--- config.mk ---
export PLATFORM = sky130hd
export DESIGN_NAME = tsg_front_flat
export DESIGN_NICKNAME = d
export VERILOG_FILES = /design/src/rtl/tsg_pkg.sv /design/src/rtl/tsg_in_if.sv /design/src/rtl/tsg_front.sv /design/src/flat_wrapper.sv
export SDC_FILE = /design/constraint.sdc
export NUM_CORES = 1
export LEC_CHECK = 0
export BUFFER_PORTS_ARGS = -buffer_cell sky130_fd_sc_hd__clkbuf_2
export CELL_PAD_IN_SITES_DETAIL_PLACEMENT = 1
export CELL_PAD_IN_SITES_GLOBAL_PLACEMENT = 1
export CORE_ASPECT_RATIO = 2
export CORE_MARGIN = 1
export CORE_UTILIZATION = 28
export DETAILED_ROUTE_END_ITERATION = 16
export PLACE_DENSITY_LB_ADDON = 0.15
export SYNTH_ARGS = -nofsm -noshare
export SYNTH_HDL_FRONTEND = slang
export SYNTH_SLANG_ARGS = --single-unit
--- constraint.sdc ---
create_clock -name i_clk -period 5.3 [get_ports i_clk]
set_input_delay 0.53 -clock i_clk [delete_from_list [all_inputs] [get_ports i_clk]]
set_output_delay 0.53 -clock i_clk [all_outputs]
set_load 0.03 [all_outputs]
--- src/rtl/tsg_pkg.sv ---
// shared types, constants and sine table builder for the tone sequence generator
`default_nettype none
package tsg_pkg;

    localparam int SEGMENTS   = 16;
    localparam int WAVES      = 4;
    localparam int SINE_DEPTH = 256;
    localparam int SEG_W      = $clog2(SEGMENTS);
    localparam int SINE_AW    = $clog2(SINE_DEPTH);
    localparam int FREQ_W     = 15;
    localparam int DUR_W      = 16;
    localparam int AMP_W      = 15;
    localparam int PCM_W      = 16;
    localparam int CFG_W      = 32;
    localparam int CFG_IDX_W  = 3;
    localparam int MAG_W      = 31;
    localparam int FIELD_FREQS = 4;

    localparam logic [DUR_W-1:0] ENDLESS_MS = 16'hFFFF;

    localparam longint Q30     = 64'sd1073741824;
    localparam longint SIN_C1  = 64'sd1686629713;
    localparam longint SIN_C3  = 64'sd693598669;
    localparam longint SIN_C5  = 64'sd85569306;
    localparam longint SIN_C7  = 64'sd5026995;
    localparam longint SIN_C9  = 64'sd172273;

    typedef enum logic [1:0] {
        OP_LOAD  = 2'd0,
        OP_TICK  = 2'd1,
        OP_START = 2'd2,
        OP_STOP  = 2'd3
    } t_opcode;

    typedef enum logic [1:0] {
        MODE_IDLE,
        MODE_STARTING,
        MODE_PLAYING,
        MODE_STOPPING
    } t_mode;

    typedef enum logic [CFG_IDX_W-1:0] {
        CFG_SAMPLES_PER_MS = 3'd0,
        CFG_PHASE_SCALE    = 3'd1,
        CFG_REPEAT_COUNT   = 3'd2,
        CFG_REPEAT_SEGMENT = 3'd3,
        CFG_AMPLITUDE      = 3'd4
    } t_cfg_idx;

    // decoded input item passed from front to sequencer
    typedef struct packed {
        t_opcode                       op;
        logic [3:0]                    slot;
        logic [DUR_W-1:0]              dur;
        logic [WAVES-1:0][FREQ_W-1:0]  freq;
        logic [7:0]                    loop_times;
        logic [3:0]                    loop_target;
    } t_cmd;

    // sample request from sequencer to wave datapath
    typedef struct packed {
        logic [SEG_W-1:0]              seg;
        logic                          done;
        logic [WAVES-1:0]              mask;
        logic [WAVES-1:0][31:0]        phase;
    } t_wave_req;

    typedef logic [MAG_W-1:0] t_sine_lut [SINE_DEPTH];

    // sine magnitude per table step, q30, built at elaboration
    function automatic t_sine_lut build_sine_lut();
        t_sine_lut lut;
        longint    t;
        longint    u;
        longint    z2;
        longint    acc;
        for (int i = 0; i < SINE_DEPTH; i++) begin
            t = (longint'(i) <<< 32) / SINE_DEPTH;
            u = t & 64'sh7FFF_FFFF;
            if (u > 64'sh4000_0000) begin
                u = 64'sh8000_0000 - u;
            end
            z2  = (u * u) / Q30;
            acc = SIN_C9;
            acc = (acc * z2) / Q30 - SIN_C7;
            acc = (acc * z2) / Q30 + SIN_C5;
            acc = (acc * z2) / Q30 - SIN_C3;
            acc = (acc * z2) / Q30 + SIN_C1;
            acc = (acc * u) / Q30;
            if (acc < 0) begin
                acc = 0;
            end
            if (acc > Q30) begin
                acc = Q30;
            end
            lut[i] = MAG_W'(acc);
        end
        return lut;
    endfunction

endpackage
`default_nettype wire

--- src/rtl/tsg_in_if.sv ---
// input item channel
`default_nettype none
interface tsg_in_if;
    logic        valid;
    logic        ready;
    logic [1:0]  opcode;
    logic [3:0]  seg_slot;
    logic [15:0] seg_duration_ms;
    logic [14:0] freq_a;
    logic [14:0] freq_b;
    logic [14:0] freq_c;
    logic [14:0] freq_d;
    logic [7:0]  loop_times;
    logic [3:0]  loop_target;

    modport source (output valid, opcode, seg_slot, seg_duration_ms, freq_a, freq_b,
                    freq_c, freq_d, loop_times, loop_target, input ready);
    modport sink   (input valid, opcode, seg_slot, seg_duration_ms, freq_a, freq_b,
                    freq_c, freq_d, loop_times, loop_target, output ready);
endinterface
`default_nettype wire

--- src/rtl/tsg_front.sv ---
// front end: accepts and decodes input items into a two-entry queue
`default_nettype none
module tsg_front (
    input  wire            i_clk,
    input  wire            i_rst_n,
    tsg_in_if.sink         i_item,
    input  wire            i_pop,
    output logic           o_valid,
    output tsg_pkg::t_cmd  o_cmd
);
    import tsg_pkg::*;

    t_cmd       r_q [2];
    logic       r_wr;
    logic       r_rd;
    logic [1:0] r_cnt;
    t_cmd       dec;
    logic       push;
    logic       pop;
    logic [FIELD_FREQS-1:0][FREQ_W-1:0] fields;

    // decode the item fields
    always_comb begin
        fields = {i_item.freq_d, i_item.freq_c, i_item.freq_b, i_item.freq_a};
        dec.op          = t_opcode'(i_item.opcode);
        dec.slot        = i_item.seg_slot;
        dec.dur         = i_item.seg_duration_ms;
        dec.loop_times  = i_item.loop_times;
        dec.loop_target = i_item.loop_target;
        for (int k = 0; k < WAVES; k++) begin
            dec.freq[k] = (k < FIELD_FREQS) ? fields[k % FIELD_FREQS] : '0;
        end
    end

    assign i_item.ready = (r_cnt != 2'd2);
    assign push    = i_item.valid && i_item.ready;
    assign o_valid = (r_cnt != 2'd0);
    assign pop     = o_valid && i_pop;
    assign o_cmd   = r_q[r_rd];

    // queue pointers
    always_ff @(posedge i_clk) begin
        if (!i_rst_n) begin
            r_wr  <= 1'b0;
            r_rd  <= 1'b0;
            r_cnt <= 2'd0;
        end else begin
            if (push) begin
                r_wr <= ~r_wr;
            end
            if (pop) begin
                r_rd <= ~r_rd;
            end
            r_cnt <= r_cnt + 2'(push) - 2'(pop);
        end
    end

    // queue storage
    always_ff @(posedge i_clk) begin
        if (push) begin
            r_q[r_wr] <= dec;
        end
    end
endmodule
`default_nettype wire

--- src/flat_wrapper.sv ---
// flat-port wrapper written by rule: the top's interface ports become plain ports
module tsg_front_flat import tsg_pkg::*;
  (i_clk, i_rst_n, i_pop, o_valid, o_cmd, i_item_valid, i_item_opcode, i_item_seg_slot, i_item_seg_duration_ms, i_item_freq_a, i_item_freq_b, i_item_freq_c, i_item_freq_d, i_item_loop_times, i_item_loop_target, i_item_ready);
  tsg_in_if i_item_i ();
  input  wire i_clk;
  input  wire i_rst_n;
  input  wire i_pop;
  output logic o_valid;
  output tsg_pkg::t_cmd o_cmd;
  input wire logic [$bits(i_item_i.valid)-1:0] i_item_valid;
  input wire logic [$bits(i_item_i.opcode)-1:0] i_item_opcode;
  input wire logic [$bits(i_item_i.seg_slot)-1:0] i_item_seg_slot;
  input wire logic [$bits(i_item_i.seg_duration_ms)-1:0] i_item_seg_duration_ms;
  input wire logic [$bits(i_item_i.freq_a)-1:0] i_item_freq_a;
  input wire logic [$bits(i_item_i.freq_b)-1:0] i_item_freq_b;
  input wire logic [$bits(i_item_i.freq_c)-1:0] i_item_freq_c;
  input wire logic [$bits(i_item_i.freq_d)-1:0] i_item_freq_d;
  input wire logic [$bits(i_item_i.loop_times)-1:0] i_item_loop_times;
  input wire logic [$bits(i_item_i.loop_target)-1:0] i_item_loop_target;
  output wire logic [$bits(i_item_i.ready)-1:0] i_item_ready;
  assign i_item_i.valid = i_item_valid;
  assign i_item_i.opcode = i_item_opcode;
  assign i_item_i.seg_slot = i_item_seg_slot;
  assign i_item_i.seg_duration_ms = i_item_seg_duration_ms;
  assign i_item_i.freq_a = i_item_freq_a;
  assign i_item_i.freq_b = i_item_freq_b;
  assign i_item_i.freq_c = i_item_freq_c;
  assign i_item_i.freq_d = i_item_freq_d;
  assign i_item_i.loop_times = i_item_loop_times;
  assign i_item_i.loop_target = i_item_loop_target;
  assign i_item_ready = i_item_i.ready;
  tsg_front u_core (.i_clk(i_clk), .i_rst_n(i_rst_n), .i_item(i_item_i), .i_pop(i_pop), .o_valid(o_valid), .o_cmd(o_cmd));
endmodule
=== Word-level counts from Yosys, hierarchy flattened ===
Memory sizes are Yosys's and may differ from the RTL's. A register that Yosys moved wholly into a read port is not among the register bits.
Cells that the tools add are included.

* Flip-flop bits (word level): 4
* Latch bits: 0
* RAM bits: 188
* Memory bits (read-only): 0
* Input port bits: 98
* Output and inout bits: 96
* Logic and storage cells: 16
* Memories kept: 1

{| class="wikitable"
|+ Memory list
! name !! words !! width !! rd ports !! clocked after Yosys merged registers in !! wr ports !! RTL line !! RTL
|-
| u_core.r_q || 2 || 94 || 1 || 1 || 1 || tsg_front.sv:13 || <nowiki>t_cmd r_q [2];</nowiki>
|}

* Add/subtract/negate cells: 2
* Multiply operators: 0
* Divide/modulo/power cells: 0
* $lt $le $gt $ge: 0
* Eq/ne operators: 1
* Shifts and indexed selects: 0
* Multiplexer cells: 4
* Bitwise gates (word level): 2
* Reductions and logical operators: 3

{| class="wikitable"
|+ Operators by type and width
! operator !! number
|-
| 2-to-1 mux 1 bit || 4
|-
| adder 2 x 1 -> 2 bit || 1
|-
| logical AND 1 bit || 2
|-
| != test 2 bit (second input constant) || 1
|-
| NOT 1 bit || 2
|-
| nonzero test 2 bit || 1
|-
| subtractor 2 x 1 -> 2 bit || 1
|}

=== Longest topological paths before layout ===
* Word-level depth: 4
* Gate-level depth with buffers: 7

=== Least setup slack after synthesis ===
OpenSTA, ideal clock, no wires.

* Kind: flip-flop to flip-flop
* From: reg u_core.r_cnt[0]
* To: mem u_core.r_q[0][0] (netlist name) (enable)
* Library setup time: 0.558 ns
* Arrival time: 5.052 ns
* Path slack: -0.311 ns
* Stages on the path, launching flop included: 4
* Buffers on the path: 0
* Clock period less this slack: 5.611 ns
* Cells stage by stage: dfxtp_1 nand2b_1 and2_1 nor2b_1

* Cells in the longest elaborated chain, start to end: 4

{| class="wikitable"
|+ RTL lines
! element !! RTL line !! RTL
|-
| start, declared || tsg_front.sv:16 || <nowiki>logic [1:0] r_cnt;</nowiki>
|-
| start signal, assigned || tsg_front.sv:54 || <nowiki>r_cnt <= r_cnt + 2'(push) - 2'(pop);</nowiki>
|-
| != test 2 bit || tsg_front.sv:35 || <nowiki>assign i_item.ready = (r_cnt != 2'd2);</nowiki>
|-
| net i_item_ready || flat_wrapper.sv:20 || <nowiki>output wire logic [$bits(i_item_i.ready)-1:0] i_item_ready;</nowiki>
|-
| logical AND 1 bit || tsg_front.sv:36 || <nowiki>assign push = i_item.valid && i_item.ready;</nowiki>
|-
| net u_core.push || tsg_front.sv:18 || <nowiki>logic push;</nowiki>
|-
| 2-to-1 mux 1 bit || tsg_front.sv:60 || <nowiki>if (push) begin</nowiki>
|-
| 2-to-1 mux 1 bit (not written as such) || tsg_front.sv:61 || <nowiki>r_q[r_wr] <= dec;</nowiki>
|-
| end, declared || tsg_front.sv:13 ||
|}

The timed path passes the listed nets, and every way through them passes these cells.

==> results.toml <==
[synthesis]
yosysMostFrequentCell = "edfxtp_1"
avgSynthCellArea_um2 = 22.0
yosys.area_share.xor_xnor_pct = 0.249
synth_area_leaders = "edfxtp_1 80%, mux2_2 15%, dfxtp_1 1.4%"
async_flop_share_pct = 0
synth_common_cells = "188 x edfxtp_1, 94 x mux2_2, 6 x buf_6"
synthFlopType = "edfxtp_1"
ys_warn_count = 0
synth_top_area_share_pct = 80.3
synth_simple_gate_area_share_pct = 1.03
synth_top_family_by_area = "multiplexers"
yosysUniqueCellTypes = 21
synth_edf_count = 188
synth_nets = 419
netlist_instances = 319
synth_compound_area_share_pct = 0.178
seq_area_frac_synth_pct = 81.7
synthAdderAreaFrac_pct = 0.356
synthesis.area_um2 = 7030
yosys_register_bits = 193
yosys.area.top_type = "edfxtp_1"
synth_mux_area_share_pct = 15.1

[die]
num_rows = 81
ios = 194
core_area_um2 = 24500
die-area_um2 = 25800
initial_core_util_pct = 28.7
die_w_um = 114
die_h_um = 226

[route]
dr_total_vias = 3622
ant_nets = 0
routed_wl_mm = 15.5
dr.pass1.iters = 4
vias_per_cell = 4.16
drt-initial-drc-count = 108
wl_per_cell_um = 17.8
route.detailed.drc = 0

[sta]
setup_ws_ns = 2.24
whs_ns = 0.276
max_freq_ghz = 0.327
slew-limit-headroom_pct = 43.1
worst_pin_slew_ns = 0.854
finalSetupViolCount = 0
post-route-period-util_pct = 57.7
fin_crit_ns = 3.06
rsz0062_at_grt = "no"
clock_skew_ns = 0.00842
hold_viol = 0
tns_ns = 0
maxSlewViolCount = 0

[flow_run]
max_cap_violations = 0

[critical_path]
crit_fanout = 59
path_delay_family = "flip-flops"
crit_path_cell_trace = "buf_4 -> mux2_2 -> clkbuf_2"
required_ns = 4.77
startpoint_type = "flop"
arrival_ns = 2.53
cpPeakStageDelay_ns = 0.90
cp_slowest_cell = "dfxtp_4"
reg2reg_depth = 3
critical_path_class = "reg2out"
r2r-end = "u_core.r_q[1][61]"
critPathBufInv = 2
cp-end-kind = "output port"
r2r_start = "u_core.r_cnt[0]"
rrSetupSlack_ns = 2.89

[finish]
nNetsFinal = 625
drive_gt1_share_pct = 60.2
fin_cells = 871
n_fill_cell = 2585
syn_to_final_growth_pct = 26.5

[cts]
cts_tree = "yes"
clk_pin_slew_ns = 0.07
cts_buffer_depth = 2
clk_latency_ns = 0.44
holdBufCountCts = 0
postCtsSetupBuffers = 0
clock_sinks = 193
h-tree-depth = 4
cts_inserted_buffers = 17
cts-root-buf = "clkbuf_16"
cts-resized-gates = 0

[place]
place_congestion = 0.651
dp_cells = 838
post-place-ws_ns = 2.56
hpwl_mm = 10.4
io_buffer_count = 193

[min_path]
hold_end = "u_core.r_q[1][25]"
holdPathStages = 1
hp-start = "i_item_freq_a[13]"
min_path_type = "in2reg"

[global_routing]
grt_max_degree = 60
grt_pass1_vias = 4038
grt_use_total_pct = 12.6
grt_pass1_wl_mm = 22.7
grt.overflow.total = 0
antenna_found_initial = 1

[pwr]
peakVddDrop_mv = 0.234
p_per_area_nw_per_um2 = 513
leakagePower_nw = 3.29
finalPower_w = 0.00457

[outcome]
outcome = "completed"
[kinds of logic after synthesis]
logic type | count (synthesis)
flops | 193
compound gates | 2
mux | 94
fa+ha+maj | 2
simple gates | 13
buf+inv | 13
xor+xnor | 2
[through the flow]
step	utilization (%)	cell area, um^2
after floorplan	-	7040
after global routing	36.3	8890
final	36.3	8890
after detailed placement	34.1	8370
after CTS	36.3	8890
after global placement	34.1	8370
[state kept, by name, indices dropped and copies added, names as in the netlist, named ones only]
signal and cells:
u_core.r_wr 1, u_core.r_q 188, u_core.r_cnt 2, u_core.r_rd 1
[layout make-up]
| type | count | area (um^2) | share of cell area [%] |
|---|---|---|---|
| antenna | 1 | 2.50 | 0.0281 |
| clock buffer | 17 | 425 | 4.78 |
| clock inverter | 15 | 96.3 | 1.08 |
| inverter | 3 | 11.3 | 0.127 |
| multi-input combinational | 113 | 1200 | 13.5 |
| sequential | 193 | 5750 | 64.6 |
| tap | 332 | 415 | 4.67 |
| timing repair buffer | 197 | 996 | 11.2 |
[how the worst max path moves through the flow]
| stage | from | end | slack (ns) | cells after the start |
|---|---|---|---|---|
| finish | flop | o_cmd[2] | 2.24 | 3 |
| global route | flop | o_cmd[2] | 2.01 | 3 |
| CTS | flop | o_cmd[2] | 2.07 | 3 |
| detailed placement | flop | o_cmd[2] | 2.56 | 3 |
| global placement | flop | o_cmd[2] | 2.60 | 3 |
| floorplan | u_core.r_cnt[0] | u_core.r_q[0][0] | 1.50 | 3 |
[cell usage in the layout, fill, tap and decap left out, types with 4 or more instances in the layout]
| master | netlist | layout |
|---|---|---|
| mux2_2 | 94 | 94 |
| clkinvlp_4 | 0 | 4 |
| clkinv_2 | 0 | 4 |
| buf_4 | 1 | 4 |
| clkbuf_2 | 0 | 193 |
| dfxtp_1 | 5 | 4 |
| clkbuf_16 | 0 | 17 |
| edfxtp_1 | 188 | 188 |
[per-layer routing]
metal	GRT usage (%)	vias up	part of all wire, %
li1	-	1673	-
met1	10.7	1824	32
met2	24.9	106	60
met3	4.29	19	5.1
met4	6.24	0	2.2
met5	0	-	0
[power by group]
| part | total [W] | switching [W] | internal [W] |
|---|---|---|---|
| clock | 0.00115 | 0.000553 | 0.000593 |
| combinational | 0.00137 | 0.000896 | 0.000469 |
| sequential | 0.00205 | 0.000119 | 0.00193 |
Note: power is estimated with default switching activity, not from simulation.
